`src/design/lrt_pkg.sv`:
```
`timescale 1ns / 1ps

package lrt_pkg;

	// Configuration register indexes.
	localparam logic REG_SYMMETRIC_MODE = 1'b0;

	// Width of the APB data bus.
	localparam int APB_DATA_BITS = 32;

	// Commands from the controller to the datapath.
	typedef struct packed {
		logic load;    // take a new line and emit its first cell
		logic step;    // one full major step, with a minor step if the error overflows
		logic tie;     // major step only, emitting the corner cell of an exact tie
		logic finish;  // minor step that completes a tie step
	} lrt_cmd_t;

	// Status from the datapath to the controller.
	typedef struct packed {
		logic zero_len;  // the incoming line has equal ends
		logic tie;       // the coming step lands exactly on a tie in symmetric mode
		logic last;      // one major step remains
	} lrt_status_t;

endpackage

```
`src/design/lrt_ctrl.sv`:
```
`timescale 1ns / 1ps

module lrt_ctrl import lrt_pkg::*; (
	input  logic        clk,
	input  logic        arst_n,
	input  logic        start,
	input  lrt_status_t status,
	output lrt_cmd_t    cmd,
	output logic        busy
);

	localparam logic [1:0] ST_IDLE = 2'd0;
	localparam logic [1:0] ST_STEP = 2'd1;
	localparam logic [1:0] ST_TIE  = 2'd2;

	logic [1:0] state_q;
	logic [1:0] state_next;

	assign busy = (state_q != ST_IDLE);

	// Next state and the command for this cycle.
	always_comb begin
		state_next = state_q;
		cmd        = '0;
		case (state_q)
			ST_IDLE: begin
				if (start) begin
					cmd.load = 1'b1;
					if (!status.zero_len) begin
						state_next = ST_STEP;
					end
				end
			end
			ST_STEP: begin
				if (status.tie) begin
					cmd.tie    = 1'b1;
					state_next = ST_TIE;
				end else begin
					cmd.step = 1'b1;
					if (status.last) begin
						state_next = ST_IDLE;
					end
				end
			end
			ST_TIE: begin
				cmd.finish = 1'b1;
				state_next = status.last ? ST_IDLE : ST_STEP;
			end
			default: begin
				state_next = ST_IDLE;
			end
		endcase
	end

	// State register.
	always_ff @(posedge clk or negedge arst_n) begin
		if (!arst_n) begin
			state_q <= ST_IDLE;
		end else begin
			state_q <= state_next;
		end
	end

endmodule

```
`src/design/lrt_datapath.sv`:
```
`timescale 1ns / 1ps

module lrt_datapath import lrt_pkg::*; #(
	parameter int COORD_BITS = 5
) (
	input  logic                  clk,
	input  logic                  arst_n,
	input  lrt_cmd_t              cmd,
	input  logic                  symmetric_mode,
	input  logic [COORD_BITS-1:0] start_x,
	input  logic [COORD_BITS-1:0] start_y,
	input  logic [COORD_BITS-1:0] end_x,
	input  logic [COORD_BITS-1:0] end_y,
	output lrt_status_t           status,
	output logic                  point_valid,
	output logic [COORD_BITS-1:0] point_x,
	output logic [COORD_BITS-1:0] point_y,
	output logic                  last_point
);

	// The accumulator stays below four times the major distance.
	localparam int ACC_BITS = COORD_BITS + 2;

	logic [COORD_BITS-1:0] cur_x_q, cur_y_q, steps_q;
	logic [ACC_BITS-1:0]   acc_q, two_major_q, two_minor_q;
	logic                  x_major_q, neg_x_q, neg_y_q;

	logic [COORD_BITS-1:0] dx, dy, major, minor;
	logic                  x_major_in;
	logic [COORD_BITS-1:0] inc_x, inc_y;
	logic [ACC_BITS-1:0]   acc_sum;
	logic                  overflow;
	logic [COORD_BITS-1:0] next_x, next_y;
	logic                  emit, emit_last;

	// Distances and major axis of the incoming line.
	always_comb begin
		dx         = (end_x > start_x) ? (end_x - start_x) : (start_x - end_x);
		dy         = (end_y > start_y) ? (end_y - start_y) : (start_y - end_y);
		x_major_in = (dx >= dy);
		major      = x_major_in ? dx : dy;
		minor      = x_major_in ? dy : dx;
	end

	// One step of the cursor along either axis.
	assign inc_x = neg_x_q ? (cur_x_q - 1'b1) : (cur_x_q + 1'b1);
	assign inc_y = neg_y_q ? (cur_y_q - 1'b1) : (cur_y_q + 1'b1);

	// Error update of the coming major step.
	assign acc_sum  = acc_q + two_minor_q;
	assign overflow = (acc_sum >= two_major_q);

	assign status.zero_len = (major == '0);
	assign status.tie      = symmetric_mode && (acc_sum == two_major_q);
	assign status.last     = (steps_q == COORD_BITS'(1));

	// Cell emitted this cycle.
	always_comb begin
		next_x    = cur_x_q;
		next_y    = cur_y_q;
		emit_last = 1'b0;
		if (cmd.load) begin
			next_x    = start_x;
			next_y    = start_y;
			emit_last = status.zero_len;
		end else if (cmd.step) begin
			if (x_major_q) begin
				next_x = inc_x;
				if (overflow) begin
					next_y = inc_y;
				end
			end else begin
				next_y = inc_y;
				if (overflow) begin
					next_x = inc_x;
				end
			end
			emit_last = status.last;
		end else if (cmd.tie) begin
			if (x_major_q) begin
				next_x = inc_x;
			end else begin
				next_y = inc_y;
			end
		end else if (cmd.finish) begin
			if (x_major_q) begin
				next_y = inc_y;
			end else begin
				next_x = inc_x;
			end
			emit_last = status.last;
		end
	end

	assign emit = cmd.load | cmd.step | cmd.tie | cmd.finish;

	// Line registers.
	always_ff @(posedge clk) begin
		if (cmd.load) begin
			x_major_q   <= x_major_in;
			neg_x_q     <= (end_x < start_x);
			neg_y_q     <= (end_y < start_y);
			acc_q       <= ACC_BITS'(major);
			steps_q     <= major;
			two_major_q <= {1'b0, major, 1'b0};
			two_minor_q <= {1'b0, minor, 1'b0};
		end else if (cmd.step) begin
			acc_q   <= overflow ? (acc_sum - two_major_q) : acc_sum;
			steps_q <= steps_q - 1'b1;
		end else if (cmd.tie) begin
			acc_q <= acc_sum - two_major_q;
		end else if (cmd.finish) begin
			steps_q <= steps_q - 1'b1;
		end
		if (emit) begin
			cur_x_q <= next_x;
			cur_y_q <= next_y;
		end
	end

	// Result register: each cell shows for exactly one cycle.
	logic                  point_valid_q;
	logic [COORD_BITS-1:0] point_x_q, point_y_q;
	logic                  last_point_q;

	always_ff @(posedge clk or negedge arst_n) begin
		if (!arst_n) begin
			point_valid_q <= 1'b0;
		end else begin
			point_valid_q <= emit;
		end
	end

	always_ff @(posedge clk) begin
		if (emit) begin
			point_x_q    <= next_x;
			point_y_q    <= next_y;
			last_point_q <= emit_last;
		end
	end

	assign point_valid = point_valid_q;
	assign point_x     = point_x_q;
	assign point_y     = point_y_q;
	assign last_point  = last_point_q;

endmodule

```
`src/design/line_rasterizer_with_tie_points.sv`:
```
`timescale 1ns / 1ps

// Bresenham line rasterizer. A transfer is accepted when start is high and busy is low;
// the cells of the line from (start_x, start_y) to (end_x, end_y) then appear one per
// clock on point_x/point_y, each marked by point_valid for a single cycle, beginning
// the cycle after acceptance. The receiver cannot stall the block, so every cell must
// be taken as it is shown. The final cell is the end point and carries last_point.
// With symmetric_mode set, an exact error tie adds a corner cell before the minor step.
// A line yields 1 + M + T cells, where M is the larger of the two coordinate distances
// and T the number of tie cells; the sequencer emits one cell per cycle, and a line with
// equal ends yields only its start cell and leaves busy low.

module line_rasterizer_with_tie_points import lrt_pkg::*; #(
	parameter int COORD_BITS = 5
) (
	input  logic                     clk,
	input  logic                     arst_n,
	input  logic                     start,
	output logic                     busy,
	input  logic [COORD_BITS-1:0]    start_x,
	input  logic [COORD_BITS-1:0]    start_y,
	input  logic [COORD_BITS-1:0]    end_x,
	input  logic [COORD_BITS-1:0]    end_y,
	output logic                     point_valid,
	output logic [COORD_BITS-1:0]    point_x,
	output logic [COORD_BITS-1:0]    point_y,
	output logic                     last_point,
	input  logic                     psel,
	input  logic                     penable,
	input  logic                     pwrite,
	input  logic [2:0]               paddr,
	input  logic [APB_DATA_BITS-1:0] pwdata,
	output logic [APB_DATA_BITS-1:0] prdata,
	output logic                     pready
);

	lrt_cmd_t    cmd;
	lrt_status_t status;
	logic        symmetric_mode_q;
	logic        reg_hit;

	// Register decode: one register, decoded at byte addresses zero to three (paddr[2] low).
	assign reg_hit = (paddr[2] == REG_SYMMETRIC_MODE);
	assign pready  = 1'b1;
	assign prdata  = reg_hit ? {{(APB_DATA_BITS-1){1'b0}}, symmetric_mode_q} : '0;

	// Configuration write on the access phase of the transfer.
	always_ff @(posedge clk or negedge arst_n) begin
		if (!arst_n) begin
			symmetric_mode_q <= 1'b0;
		end else if (psel && penable && pwrite && pready && reg_hit) begin
			symmetric_mode_q <= pwdata[0];
		end
	end

	lrt_ctrl u_ctrl (
		.clk    (clk),
		.arst_n (arst_n),
		.start  (start),
		.status (status),
		.cmd    (cmd),
		.busy   (busy)
	);

	lrt_datapath #(
		.COORD_BITS (COORD_BITS)
	) u_datapath (
		.clk            (clk),
		.arst_n         (arst_n),
		.cmd            (cmd),
		.symmetric_mode (symmetric_mode_q),
		.start_x        (start_x),
		.start_y        (start_y),
		.end_x          (end_x),
		.end_y          (end_y),
		.status         (status),
		.point_valid    (point_valid),
		.point_x        (point_x),
		.point_y        (point_y),
		.last_point     (last_point)
	);

endmodule
```
`config.mk`:
```
export PLATFORM = sky130hd
export DESIGN_NAME = line_rasterizer_with_tie_points
export DESIGN_NICKNAME = d
export VERILOG_FILES = /design/src/design/lrt_pkg.sv /design/src/design/lrt_ctrl.sv /design/src/design/lrt_datapath.sv /design/src/design/line_rasterizer_with_tie_points.sv
export SDC_FILE = /design/constraint.sdc
export NUM_CORES = 1
export LEC_CHECK = 0
export BUFFER_PORTS_ARGS = -buffer_cell sky130_fd_sc_hd__buf_2
export CORE_UTILIZATION = 30
export CTS_CLUSTER_DIAMETER = 150
export CTS_CLUSTER_SIZE = 24
export DETAILED_ROUTE_END_ITERATION = 10
export GPL_ROUTABILITY_DRIVEN = 0
export PLACE_DENSITY = 0.52
export SYNTH_ARGS = -nofsm -noshare
export SYNTH_HDL_FRONTEND = slang
export SYNTH_SLANG_ARGS = --single-unit
```
`constraint.sdc`:
```
create_clock -name clk -period 8.24 [get_ports clk]
set_input_delay 0 -clock clk [delete_from_list [all_inputs] [get_ports clk]]
set_output_delay 0 -clock clk [all_outputs]
set_load 0.05 [all_outputs]
```
# Word level (Yosys, flattened, before mapping)
# Index checks and enable logic that the tools add are counted.
dict set report totals {
  reg_bits 40
  inputBits 61
  out_inout_bits 46
}
dict set report classes {
  addsub 11
  n_reduce_logical 16
  n_lt_le_gt_ge 6
  mux 47
  bitwise_logic 4
  eq_ne 13
}
# operator count
set ops {}
lappend ops {{$mux 5} 27}
lappend ops {{$mux 7} 3}
lappend ops {{$sub 5x5->5} 4}
lappend ops {{$sub 5x1->5 const B} 3}
lappend ops {{$mux 1} 11}
lappend ops {{$add 5x1->5 const B} 2}
lappend ops {{$gt 5x5->1} 2}
lappend ops {{$lt 5x5->1} 2}
lappend ops {{$mux 2} 5}
lappend ops {{$reduce_and 5->1} 2}
lappend ops {{$ne 4x2->1 const B} 2}
lappend ops {{$ne 4x3->1 const B} 2}
lappend ops {{$reduce_bool 4->1} 2}
lappend ops {{$add 7x6->7} 1}
lappend ops {{$eq 7x6->1} 1}
lappend ops {{$ge 7x6->1} 1}
lappend ops {{$sub 7x6->7} 1}
lappend ops {{$pmux 2 s3} 1}
lappend ops {{$reduce_bool 3->1} 2}
lappend ops {{$eq 5x1->1 const B} 1}
lappend ops {{$ge 5x5->1} 1}
lappend ops {{$logic_not 5->1} 1}
lappend ops {{$logic_and 1x1->1} 4}
lappend ops {{$ne 2x2->1 const B} 2}
lappend ops {{11 further kinds} 14}

# Depth between registers and ports, before layout
# Gate-level depths: netlist of run 1.
dict set report depth {
  word_depth 9
  mapped_depth 17
}

# Cells and area by module
# From an unflattened synthesis of run 1, not the netlist that was laid out.
dict set report hier_totals {
  cells_unflattened 399
  area_unflattened_um2 3766.1
}
# mod seq_area_each_um2 area_per_inst_um2 cells_per_inst n_inst
set modules_own_cells {}
lappend modules_own_cells {lrt_datapath 1086.0 3323.2 348 1}
lappend modules_own_cells {line_rasterizer_with_tie_points 25.0 301.5 38 1}
lappend modules_own_cells {lrt_ctrl 50.0 141.4 13 1}

# Worst setup path after synthesis of run 1
# No wires, ideal clock.
dict set report synth_timing {
  path_type {reg-to-reg}
  start {register u_datapath.two_minor_q[1]}
  end {register u_datapath.cur_y_q[0], enable pin}
  period_less_slack_ps 3345
  setup_slack_ps 4895
  arrival_time_ps 2967
  required_ps 7863
  setup_ps 377
  path_stages_with_launch 14
  path_cell_list {edfxtp_1 -> ha_1 -> fa_1 -> a21o_1 -> a21oi_1 -> xnor2_1 -> ha_1 -> nand2_1 -> nor2_1 -> nor2_1 -> o21ai_0 -> nor2_1 -> o21a_1 -> a221oi_1}
}
dict set report synth_between {
  elab_chain_cells 9
}
# item line
set synth_rtl {}
lappend synth_rtl {{start: declaration} lrt_datapath.sv:25} ;# logic [ACC_BITS-1:0] acc_q, two_major_q, two_minor_q;
lappend synth_rtl {{start signal: assignment} lrt_datapath.sv:106} ;# two_minor_q <= {1'b0, minor, 1'b0};
lappend synth_rtl {{$add 7x6->7 *} lrt_datapath.sv:50} ;# assign acc_sum = acc_q + two_minor_q;
lappend synth_rtl {{$eq 7x6->1} lrt_datapath.sv:54} ;# assign status.tie = symmetric_mode && (acc_sum == two_major_q);
lappend synth_rtl {{$logic_and 1x1->1} lrt_datapath.sv:54}
lappend synth_rtl {{$mux 1} lrt_ctrl.sv:35} ;# if (status.tie) begin
lappend synth_rtl {{$mux 2} lrt_ctrl.sv:25} ;# case (state_q)
lappend synth_rtl {{$or 1x1->1 (3 in a row)} lrt_datapath.sv:95} ;# assign emit = cmd.load | cmd.step | cmd.tie | cmd.finish;
lappend synth_rtl {{$reduce_and 5->1 (no line) *} n/a}
lappend synth_rtl {{end signal: assignment} lrt_datapath.sv:117} ;# cur_y_q <= next_y;
lappend synth_rtl {{end: declaration} lrt_datapath.sv:24} ;# logic [COORD_BITS-1:0] cur_x_q, cur_y_q, steps_q;
# Every way passes the cells marked *; elsewhere a longest branch is shown, timed or not.
# A chain may end at the register's enable or synchronous reset.

# Final worst setup path of run 1
dict set report layout_timing {
  start {register u_datapath.two_minor_q[1]}
  end {register u_datapath.cur_x_q[4], enable pin}
}
dict set report layout_between {
  elab_chain_cells 9
}
# item line
set layout_rtl {}
lappend layout_rtl {{$add 7x6->7 *} lrt_datapath.sv:50}
lappend layout_rtl {{$eq 7x6->1} lrt_datapath.sv:54}
lappend layout_rtl {{$logic_and 1x1->1} lrt_datapath.sv:54}
lappend layout_rtl {{$mux 1} lrt_ctrl.sv:35}
lappend layout_rtl {{$mux 2} lrt_ctrl.sv:25}
lappend layout_rtl {{$or 1x1->1 (3 in a row)} lrt_datapath.sv:95}
lappend layout_rtl {{$reduce_and 5->1 (no line) *} n/a}
lappend layout_rtl {{end signal: assignment} lrt_datapath.sv:116} ;# cur_x_q <= next_x;
lappend layout_rtl {{end: declaration} lrt_datapath.sv:24}
# Marked as above.

==> results.json, run 1 <==
{
  "status": "complete, no violations",
  "avgRoutedWirePerCell_um": 12.2,
  "crit_slowest_cell": "a211oi_1",
  "cp_slowest_stage_delay_ns": 0.81,
  "crit_path_max_fanout": 5,
  "worstPathArrival_ns": 3.85,
  "antenna_found_initial": 0,
  "crit_path_end_kind": "flip-flop",
  "die_w_um": 115,
  "endpoint": "u_datapath.cur_x_q[4]$_DFFE_PP_",
  "fin_area_sq_um": 4210,
  "port_buffers": 41,
  "skew_ns": 0.00717,
  "cts_buffers": 5,
  "cts_tree": "yes",
  "vias": 2831,
  "drt-pass1-iter-count": 4,
  "hold_class": "input pin to async pin",
  "p_leak_uw": 0.00199,
  "io_pins": 107,
  "power_uw": 1650,
  "core_sq_um": 12200,
  "drc": 0,
  "htree_levels": 2,
  "fin_tns_setup_ns": 0,
  "path_cells": "ha_1, fa_1, a21o_1, a21oi_1, xnor2_1, ha_1, nand2_1, nor2_1, nor2_1, o21ai_0, nor2_1, o21a_1, a211oi_1",
  "postRouteAntennaNets": 0,
  "r2r_slack_ns": 4.29,
  "critical_path_class": "flip-flop to flip-flop",
  "grtUsageTotal": 0.125,
  "slew_viol_final": 0,
  "clockBufferDepth": 2,
  "clkSinkCount": 40,
  "rsz0062_at_grt": "false",
  "synth-async-reset-ratio": 0.100,
  "syn_inst": 417,
  "cp.required_ns": 8.14,
  "ctsResizeCount": 0,
  "grt_pass1_wl_um": 12900,
  "hold_viol": 0,
  "start_kind": "flip-flop",
  "grt_start_max_net_pins": 29,
  "ys_ff_latch": 40,
  "seq_area_frac_synth": 0.305,
  "grt_pass1_vias": 2753,
  "startpoint": "u_datapath.two_minor_q[1]$_DFFE_PP_",
  "finalCritPeriodShare": 0.479,
  "clk_pin_slew_ns": 0.06,
  "synth_ff_type": "edfxtp_1",
  "overflow": 0,
  "fmax_mhz": 253,
  "synthDistinctLibCells": 57,
  "post-dp-hpwl_um": 6300,
  "pre_cts_slack_ns": 4.18,
  "avgViaCountPerCell": 4.51,
  "clock_latency_ns": 0.28,
  "die_area_sq_um": 13100,
  "drt_iter0_markers": 140,
  "nFillCells": 1267,
  "yosys_warnings": 0,
  "setup_viol": 0,
  "cpLargestDelayFamily": "compound AO/OA/AOI/OAI gates",
  "worst_hold_slack_ns": 0.0685,
  "synth_area_sq_um": 3800,
  "rows": 40,
  "relSlewSlack": 0.357,
  "diodes": 0,
  "r2r_end": "u_datapath.cur_x_q[4]$_DFFE_PP_",
  "cp_common_cell": "nor2_1",
  "syn2layout_area_growth_pct": 10.7,
  "nets": 569,
  "worst_ir_drop_vdd_v": 0.000144,
  "layout_setup_ws_ns": 4.29,
  "r2r-start": "u_datapath.two_minor_q[1]$_DFFE_PP_",
  "wl_um": 7690,
  "powerDensity_nw_per_um2": 392,
  "die_h_um": 115,
  "place_area_sq_um": 4050,
  "syn_avg_cell_area_sq_um": 9.12,
  "synth_edf_count": 34,
  "drv_cap": 0,
  "fin_crit_ns": 3.95,
  "cts_root_buf": "clkbuf_16",
  "cp.depth": 13,
  "crit_buf_inv": 0,
  "drive_above_1_share": 0.128,
  "r2r_cells": 13,
  "worst_pin_slew_ns": 0.958,
  "start_util": 0.313
}
flip-flops by register name (all words and copies together), names as in the netlist:
signal and count:
u_datapath.acc_q 7, u_ctrl.state_q 2, u_datapath.neg_x_q 1, symmetric_mode_q 1, u_datapath.two_minor_q 5, u_datapath.last_point 1, u_datapath.two_major_q 5, u_datapath.point_valid 1
u_datapath.cur_y_q 5, u_datapath.x_major_q 1, u_datapath.steps_q 5, u_datapath.neg_y_q 1, u_datapath.cur_x_q 5
cell families after synthesis:
family | count (synthesis) | share of synthesized area
AND/OR/NAND/NOR | 94 | 0.123
AO/OA/AOI/OAI | 98 | 0.165
adder cells (fa/ha/maj) | 49 | 0.177
buffers and inverters | 97 | 0.133
other | 2 | 0.00198
XOR/XNOR | 18 | 0.0415
multiplexers | 19 | 0.0530
flip-flops | 40 | 0.305
routing by layer:
metal,track usage,routed length [um],vias up
li1,-,-,1457
met1,0.151,3550,1313
met2,0.228,3850,53
met3,0.0148,189,8
met4,0.0390,107,0
met5,0,0,-
synthesized netlist by cell type, types with 2 or more instances:
| cell type | count | share of area |
|---|---|---|
| a211oi_1 | 4 | 0.0079 |
| a21o_1 | 10 | 0.020 |
| a21oi_1 | 36 | 0.047 |
| a31oi_1 | 3 | 0.0049 |
| and2_1 | 2 | 0.0033 |
| and3_1 | 6 | 0.0099 |
| buf_4 | 33 | 0.065 |
| buf_6 | 2 | 0.0059 |
| clkbuf_1 | 3 | 0.0030 |
| conb_1 | 2 | 0.0020 |
| dfrtp_1 | 4 | 0.026 |
| dfxtp_1 | 2 | 0.011 |
| edfxtp_1 | 34 | 0.27 |
| fa_1 | 8 | 0.042 |
| ha_1 | 41 | 0.13 |
| inv_1 | 57 | 0.056 |
| mux2_2 | 4 | 0.012 |
| mux2i_1 | 13 | 0.034 |
| nand2_1 | 20 | 0.020 |
| nand2b_1 | 2 | 0.0033 |
| nand3_1 | 6 | 0.0079 |
| nand3b_1 | 2 | 0.0039 |
| nand4b_1 | 2 | 0.0046 |
| nor2_1 | 34 | 0.034 |
| nor2b_1 | 10 | 0.016 |
| nor3_1 | 4 | 0.0053 |
| o211ai_1 | 2 | 0.0039 |
| o21a_1 | 4 | 0.0079 |
| o21ai_0 | 21 | 0.028 |
| o22ai_1 | 2 | 0.0033 |
| o31ai_1 | 2 | 0.0039 |
| xnor2_1 | 16 | 0.037 |
| xor2_1 | 2 | 0.0046 |
layout make-up:
| class | count | area [sq um] | share of cell area |
|---|---|---|---|
| Clock buffer | 7 | 133 | 0.0315 |
| Clock inverter | 1 | 5.00 | 0.00119 |
| Inverter | 58 | 218 | 0.0517 |
| Multi-Input combinational cell | 310 | 2250 | 0.534 |
| Sequential cell | 40 | 1160 | 0.276 |
| Timing Repair Buffer | 44 | 233 | 0.0553 |
| Tap cell | 168 | 210 | 0.0500 |
worst min path at each step:
| stage | startpoint | to | slack, ns | depth (start not counted) |
|---|---|---|---|---|
| 2_1_floorplan | arst_n | symmetric_mode_q$_DFFE_PN0P_ | -0.30 | 0 |
| 3_3_place_gp | arst_n | symmetric_mode_q$_DFFE_PN0P_ | -0.19 | 1 |
| 3_5_place_dp | arst_n | symmetric_mode_q$_DFFE_PN0P_ | -0.19 | 1 |
| 4_1_cts | arst_n | symmetric_mode_q$_DFFE_PN0P_ | 0.04 | 2 |
| 5_1_grt | arst_n | symmetric_mode_q$_DFFE_PN0P_ | 0.08 | 2 |
| 6_report | arst_n | symmetric_mode_q$_DFFE_PN0P_ | 0.07 | 2 |
power by group:
part           internal, uW  total, uW  switching (uW)  leakage, uW
clock                   112        186            74.6    0.0000679
sequential              361        409            48.0     0.000397
combinational           407       1060             649      0.00152
total                   879       1650             772      0.00199
metrics by stage:
| stage | util | cells |
|---|---|---|
| 3_5_place_dp | 0.333 | 618 |
| 2_1_floorplan | - | 447 |
| 6_report | 0.346 | 628 |
| 3_3_place_gp | 0.333 | 618 |
| 4_1_cts | 0.346 | 628 |
| 5_1_grt | 0.346 | 628 |
timing repair:
action | 4_1_cts | 5_1_grt
hold buffers | 2 | 0
hold endpoints to repair | 5 | 0
buffers inserted | 0 | 0
layout by cell type (no fill, tap or decap), types with 10 or more instances in the layout:
cell type	netlist	routed
xnor2_1	16	16
mux2i_1	13	13
nor2b_1	10	10
o21ai_0	21	21
conb_1	2	32
buf_2	1	41
ha_1	41	41
a21oi_1	36	36
inv_1	57	57
a21o_1	10	10
edfxtp_1	34	34
nand2_1	20	20
nor2_1	34	34
No activity file was read; power rests on OpenSTA's default activity.
==> inputs of run 2 (changes only) <==
==> constraint.sdc (replaced) <==
create_clock -name clk -period 3.9 [get_ports clk]
set_input_delay 0 -clock clk [delete_from_list [all_inputs] [get_ports clk]]
set_output_delay 0 -clock clk [all_outputs]
set_load 0.05 [all_outputs]
==> results.json, run 2 (synthesized netlist as in run 1, its figures left out) <==
{
  "layout_setup_ws_ns": 0.423,
  "hold_viol": 0,
  "r2r_end": "u_datapath.cur_x_q[3]$_DFFE_PP_",
  "setup_viol": 0,
  "finalCritPeriodShare": 0.891,
  "cts_root_buf": "clkbuf_16",
  "io_pins": 107,
  "die_w_um": 115,
  "htree_levels": 2,
  "critical_path_class": "flip-flop to flip-flop",
  "grt_start_max_net_pins": 29,
  "cts_buffers": 5,
  "mostFrequentLayoutCells": "57 x inv_1, 41 x ha_1, 41 x buf_2",
  "core_sq_um": 12200,
  "rsz0062_at_grt": "false",
  "ctsResizeCount": 0,
  "fin_crit_ns": 3.48,
  "grtUsageTotal": 0.123,
  "nets": 577,
  "overflow": 0,
  "avgRoutedWirePerCell_um": 12.2,
  "clockBufferDepth": 2,
  "drc": 0,
  "slew_viol_final": 0,
  "drive_above_1_share": 0.145,
  "r2r_slack_ns": 0.42,
  "cp.required_ns": 3.89,
  "worst_hold_slack_ns": 0.0665,
  "worst_ir_drop_vdd_v": 0.000209,
  "syn2layout_area_growth_pct": 12.8,
  "drt_iter0_markers": 111,
  "start_util": 0.313,
  "worst_pin_slew_ns": 0.891,
  "postCtsSetupRepairBufs": 0,
  "wl_met2_um": 3860,
  "worstPathArrival_ns": 3.47,
  "grt_pass1_vias": 2740,
  "pre_cts_slack_ns": 0.224,
  "clk_pin_slew_ns": 0.06,
  "antenna_found_initial": 0,
  "vias": 2867,
  "port_buffers": 41,
  "hold_class": "input pin to async pin",
  "r2r_cells": 14,
  "powerDensity_nw_per_um2": 831,
  "crit_path_end_kind": "flip-flop",
  "crit_path_max_fanout": 5,
  "grt_pass1_wl_um": 12800,
  "fmax_mhz": 288,
  "drt-pass1-iter-count": 4,
  "fin_tns_setup_ns": 0,
  "die_h_um": 115,
  "largest_register": "u_datapath.acc_q",
  "status": "complete, no violations",
  "drt-met1-wl_um": 3510,
  "largest_reg_flops": 7,
  "wl_um": 7740,
  "start_kind": "flip-flop",
  "dr_wl_met3_um": 228,
  "clkSinkCount": 40,
  "cts_tree": "yes",
  "diodes": 0,
  "post-dp-hpwl_um": 6380,
  "postRouteAntennaNets": 0,
  "skew_ns": 0.00652,
  "mostFrequentLayoutCell": "inv_1",
  "die_area_sq_um": 13100,
  "relSlewSlack": 0.405,
  "top_layer": "met4",
  "clock_latency_ns": 0.28,
  "drv_cap": 0,
  "r2r-start": "u_datapath.two_minor_q[1]$_DFFE_PP_",
  "rows": 40,
  "avgViaCountPerCell": 4.51,
  "p_leak_uw": 0.00204
}
-- run 2: cell types whose count changed in the layout (fill, tap and decap cells not counted), sizes merged --
cell,previous run,this run
clkinv,2,1
buf,42,50
clkbuf,7,8
-- run 2: timing repair --
action | in CTS | in global routing
hold endpoints to repair | 5 | 0
hold buffers | 2 | 0
setup endpoints to repair | 0 | 0
-- run 2: critical path: stages, from the launching register on --
cell      delay [ns]
edfxtp_1        0.38
ha_1            0.25
fa_1            0.41
a21o_1          0.17
a21oi_1         0.17
xnor2_1         0.10
ha_1            0.35
nand2_1         0.07
nor2_1          0.19
nor2_1          0.06
o21ai_0         0.16
nor2_1          0.17
o21a_1          0.24
a211oi_1        0.25
buf_4           0.20
-- run 2: routing by layer --
layer	vias up	global-route usage
li1	1474	-
met1	1332	0.151
met2	51	0.219
met3	10	0.0180
met4	0	0.0433
met5	-	0
-- run 2: layout make-up --
cell class,instances,area (sq um)
tap,168,210
clock buffer,8,156
sequential,40,1160
multi-input combinational,310,2250
timing repair buffer,52,293
fill,1264,7880
inverter,58,218
-- run 2: per-stage QoR --
| stage | total power (uW) | cell area, sq um | instances | util |
|---|---|---|---|---|
| finish | 3560 | 4290 | 636 | 0.352 |
| global route | 3880 | 4290 | 636 | 0.352 |
| CTS | 3600 | 4290 | 636 | 0.352 |
| detailed placement | 3160 | 4110 | 626 | 0.338 |
| global placement | 3110 | 4110 | 626 | 0.338 |
| floorplan | 2700 | 3910 | 447 | - |
-- run 2: worst max path at each step --
stage                                                   start                         endpoint  slack [ns]  depth (start not counted)
final                     u_datapath.two_minor_q[1]$_DFFE_PP_  u_datapath.cur_x_q[3]$_DFFE_PP_        0.42                         14
after floorplan           u_datapath.two_minor_q[1]$_DFFE_PP_  u_datapath.cur_y_q[0]$_DFFE_PP_        0.56                         13
after detailed placement                           start_y[2]  u_datapath.last_point$_DFFE_PP_        0.22                         16
after CTS                 u_datapath.two_minor_q[1]$_DFFE_PP_  u_datapath.cur_x_q[2]$_DFFE_PP_        0.38                         14
after global placement                             start_y[2]  u_datapath.last_point$_DFFE_PP_        0.28                         16
after global routing      u_datapath.two_minor_q[1]$_DFFE_PP_  u_datapath.cur_x_q[4]$_DFFE_PP_        0.20                         14
-- run 2: where the power goes --
group          internal [uW]  switching (uW)
registers                761            99.8
clock network            272             156
logic                    901            1370
total                   1930            1630
